File: src/hdl/bbc_ram.sv
`default_nettype none
// Generic simple dual-port RAM with one write port and a registered read port
module bbc_ram #(
  parameter int WIDTH = 8,
  parameter int DEPTH = 16
) (
  input  wire logic                     clk,
  input  wire logic                     wr_en,
  input  wire logic [$clog2(DEPTH)-1:0] wr_addr,
  input  wire logic [WIDTH-1:0]         wr_data,
  input  wire logic [$clog2(DEPTH)-1:0] rd_addr,
  output logic      [WIDTH-1:0]         rd_data
);

  logic [WIDTH-1:0] mem [DEPTH];

  always_ff @(posedge clk) begin
    if (wr_en) begin
      mem[wr_addr] <= wr_data;
    end
    rd_data <= mem[rd_addr];
  end

endmodule
`default_nettype wire

File: config.mk
export PLATFORM = sky130hd
export DESIGN_NAME = bbc_ram
export DESIGN_NICKNAME = d
export VERILOG_FILES = /design/src/hdl/bbc_ram.sv
export SDC_FILE = /design/constraint.sdc
export NUM_CORES = 1
export LEC_CHECK = 0
export BUFFER_PORTS_ARGS = -buffer_cell sky130_fd_sc_hd__buf_2
export CORE_ASPECT_RATIO = 1.5
export CORE_UTILIZATION = 65
export CTS_BUF_LIST = sky130_fd_sc_hd__clkbuf_8 sky130_fd_sc_hd__clkbuf_16
export DETAILED_ROUTE_END_ITERATION = 6
export PLACE_DENSITY_LB_ADDON = 0.2
export SYNTH_ARGS = -nofsm -noshare
export SYNTH_HDL_FRONTEND = slang
export SYNTH_SLANG_ARGS = --single-unit
File: constraint.sdc
create_clock -name clk -period 3.51 [get_ports clk]
set_input_delay 0.702 -clock clk [delete_from_list [all_inputs] [get_ports clk]]
set_output_delay 0.702 -clock clk [all_outputs]
set_load 0.03 [all_outputs]
# Word-level counts from Yosys, hierarchy flattened
# Memory sizes are Yosys's and may differ from the RTL's. A register that Yosys moved wholly into a read port is not among the register bits.
# Index checks and enable logic that the tools add are counted.
word_totals:
  latchBits: 0
  input_bits: 18
  ff_bits: 0
  mem_bits_rw: 128
  memories: 1
  mem_bits_ro: 0
mem_list:
  columns: ["memory", "words", "word_bits", "read_ports", "rd_ports_with_merged_regs", "wr", "line", "text"]
  rows:
  - ["mem", 16, 8, 1, 1, 1, "15", "logic [WIDTH-1:0] mem [DEPTH];"]
classes:
  muxes: 2
  mul: 0
  n_shift: 0
  n_div: 0
  addsub: 0
  reduce_logical: 0
  eq_ne: 0
  magnitude_cmp: 0
  bitwise: 0
ops:
  columns: ["op", "count"]
  rows:
  - ["2-to-1 mux 1 bit", 2]

# Logic depth before layout (Yosys ltp)
depth:
  ltp_word: 2
  depth_mapped: 5

# Least setup slack after synthesis
# OpenSTA, ideal clock, no wires.
synth_path:
  path_kind: "input to register"
  startpoint: "input port wr_addr[2]"
  endpoint: "memory mem[0][0], enable pin"
  stages: 2
  required_time_ns: 3.127
  slack_ns: 1.315
  path_buffers: 0
  t_arrival_ns: 1.812
  setup_ns: 0.383
  path_cell_list: "or3b_2 nor3_1"
synth_lines:
  columns: ["item", "line", "text"]
  rows:
  - ["from (decl)", "9", "input wire logic [$clog2(DEPTH)-1:0] wr_addr,"]
  - ["to (decl)", "15", null]
# Straight into the memory's write port.

==> flow_metrics.env <==
export IMPL_cts_tree="done"
export IMPL_dr_first_iter_drc_count=167
export IMPL_max_slew_worst_pin_slew_ns=0.9501
export IMPL_critPathMaxFanout=19
export IMPL_finalSetupViolCount=0
export IMPL_p_clk_frac=0.417
export IMPL_drcViolationCount=0
export IMPL_hpwl_um=5767
export IMPL_grt_max_degree=33
export IMPL_num_vias=2383
export IMPL_finalPower_mw=3.440
export IMPL_synth_common_cells="edfxtp_1, mux4_2, a22oi_1, mux4_1, nor2_1"
export IMPL_initial_core_util=0.6719
export IMPL_hp_class="flop to flop"
export IMPL_holdBufCountCts=0
export IMPL_postRouteWirelength_um=9008
export IMPL_ys_ff_latch=136
export IMPL_postSynth_asyncResetShare=0
export IMPL_synth_nets=247
export IMPL_p_per_area_nw_per_um2=588.3
export IMPL_leakagePower_nw=1.993
export IMPL_switching_share=0.2016
export IMPL_n_antenna_cell=0
export IMPL_core_area_sq_um=7661
export IMPL_cts_buffers=17
export IMPL_overflow=0
export IMPL_post_route_period_util=0.5662
export IMPL_clkLatencyLatePin_ns=0.41
export IMPL_crit_path_end_kind="flop"
export IMPL_dieArea_sq_um=8287
export IMPL_drive_gt1_frac=0.2420
export IMPL_place_congestion=0.7103
export IMPL_worstSetupStartpoint="rd_addr[0]"
export IMPL_synthCells=229
export IMPL_start_kind="input port"
export IMPL_final_max_slew_viol_count=0
export IMPL_maxCapViolCount=0
export IMPL_boundaryPins=26
export IMPL_syn_area_per_cell_sq_um=22.48
export IMPL_fp_dieH_um=111.0
export IMPL_die_width_um=74.66
export IMPL_numPortBuffers=25
export IMPL_cts_resized=0
export IMPL_synth_edff_count=128
export IMPL_skew_ns=0.009125
export IMPL_seqPwrFrac=0.531
export IMPL_max_stage_delay_ns=0.57
export IMPL_tns_ns=0
export IMPL_synth_most_common_cell="edfxtp_1"
export IMPL_grt_pass1_vias=2495
export IMPL_post_cts_buffers=0
export IMPL_seq_area_frac_synth=0.7778
export IMPL_grt_usage=0.2491
export IMPL_hold_viol=0
export IMPL_fillers=413
export IMPL_peakVddDrop_mv=0.5338
export IMPL_final_antenna_net_count=0
export IMPL_min_from="mem[14][4]"
export IMPL_slew_headroom=0.3643
export IMPL_worstPathCellList="buf_2 > buf_12 > mux4_1 > a22oi_1 > nand2_1"
export IMPL_nets=286
export IMPL_power_internal_mw=2.747
export IMPL_cts_path_max_buffers=2
export IMPL_post_route_min_period_ns=1.988
export IMPL_cts_htree_levels=4
export IMPL_yosys_area_top_type_share=0.7467
export IMPL_area_delta_synth_final_pct=13.61
export IMPL_combPwrFrac=0.051
export IMPL_num_rows=39
export IMPL_crit_required_ns=3.80
export IMPL_critPathKind="input port to flop"
export IMPL_worst_r2r_startpoint="mem[1][3]"
export IMPL_root_buffer="clkbuf_16"
export IMPL_clock_sinks=136
export IMPL_cpMaxStageDelayCell="mux4_1"
export IMPL_status="finished clean"
export IMPL_post_synth_top_area_cell="edfxtp_1"
export IMPL_viasPerCell=6.222
export IMPL_wl_per_cell_um=23.52
export IMPL_antenna_found_initial=0
export IMPL_dr_pass1_iters=4
export IMPL_fmax_ghz=0.5031
export IMPL_syn_area_sq_um=5147
export IMPL_ys_warn_count=0
export IMPL_synth_distinct_cells=19
export IMPL_path_clk_slew_ns=0.05
export IMPL_grt_setup_unrepaired="false"
export IMPL_cp_arrival_ns=2.28
export IMPL_p_switching_mw=0.6936
export IMPL_yosys_top_cells_area="edfxtp_1, mux4_2, mux4_1, dfxtp_1, a22oi_1"
export IMPL_grt_pass1_wl_um=13760
export IMPL_synth_main_ff_cell="edfxtp_1"
==> cells in the final DEF (no fill, tap or decap) <==
master / synthesis / routed
clkinv_1: 0 / 5
and2_1: 1 / 1
edfxtp_1: 128 / 128
buf_12: 0 / 1
nor3_1: 4 / 4
mux4_2: 18 / 18
nand3b_1: 2 / 2
buf_2: 3 / 25
nor2_1: 13 / 13
mux4_1: 14 / 14
nand3_1: 1 / 1
or3b_2: 1 / 1
nand2_1: 9 / 9
clkinv_2: 0 / 2
nor2b_1: 1 / 1
and2b_1: 1 / 1
dfxtp_1: 8 / 8
a22oi_1: 16 / 16
nand2b_1: 2 / 2
clkbuf_16: 0 / 17
buf_4: 1 / 4
inv_1: 0 / 8
==> path summary, 6_finish.rpt <==
check,end,slack [ns],cells after the start
worst max-delay path,rd_data[0],1.52,5
worst min-delay path,rd_data[4],0.66,3
worst max register to register,rd_data[3],2.18,3
worst min register to register,rd_data[4],0.66,3
==> registers in the layout (all words and copies together) (netlist names) <==
register and flops:
rd_data 8, mem 128
==> stage by stage <==
step | instances | hold slack, ns | utilization | worst slack, ns | cell area [sq um]
4_1_cts | 383 | 0.6626 | 0.7634 | 1.526 | 5848
6_report | 383 | 0.6646 | 0.7634 | 1.522 | 5848
5_1_grt | 383 | 0.6750 | 0.7634 | 1.415 | 5848
2_1_floorplan | 229 | 0.6293 | - | 1.315 | 5147
3_3_place_gp | 351 | 0.6490 | 0.7001 | 1.116 | 5364
3_5_place_dp | 351 | 0.6607 | 0.7001 | 1.087 | 5364
==> area by class of cell <==
class	count	area, sq um	share of cell area
repair buffers	30	175.2	0.02995
flip-flops and latches	136	4004	0.6846
well taps	102	127.6	0.02182
clock buffers	17	425.4	0.07274
multi-input cells	83	1057	0.1808
clock inverters	15	58.81	0.01006
==> power by group through the flow <==
stage          sequential [mW]  combinational (mW)  clock (mW)
6_report                  1.83               0.177        1.44
5_1_grt                   1.83               0.191        1.52
4_1_cts                   1.83               0.178        1.45
3_5_place_dp              1.86               0.177           0
3_3_place_gp              1.86               0.173           0
2_1_floorplan             1.88              0.0922           0
==> kinds of logic (layout without fill, tap and decap cells) <==
kind of cell,Yosys count,count (layout),synth area share
compound gates,16,16,0.02334
buf+inv,10,62,0.01677
flops,136,136,0.7778
mux,32,32,0.1502
simple gates,35,35,0.03184
==> worst max-delay path: cells and delay by family <==
kind | cells | cell delay (ns)
buf+inv | 2 | 0.64
compound gates | 1 | 0.25
mux | 1 | 0.57
simple gates | 1 | 0.10
==> per-layer routing <==
| metal | up-vias | track usage | part of all wire |
|---|---|---|---|
| met5 | - | 0 | 0 |
| met4 | 0 | 0.1082 | 0.017 |
| met3 | 17 | 0.05727 | 0.047 |
| met2 | 92 | 0.3970 | 0.54 |
| met1 | 1222 | 0.3282 | 0.39 |
| li1 | 1052 | - | - |
Note: power is estimated with default switching activity, not from simulation.
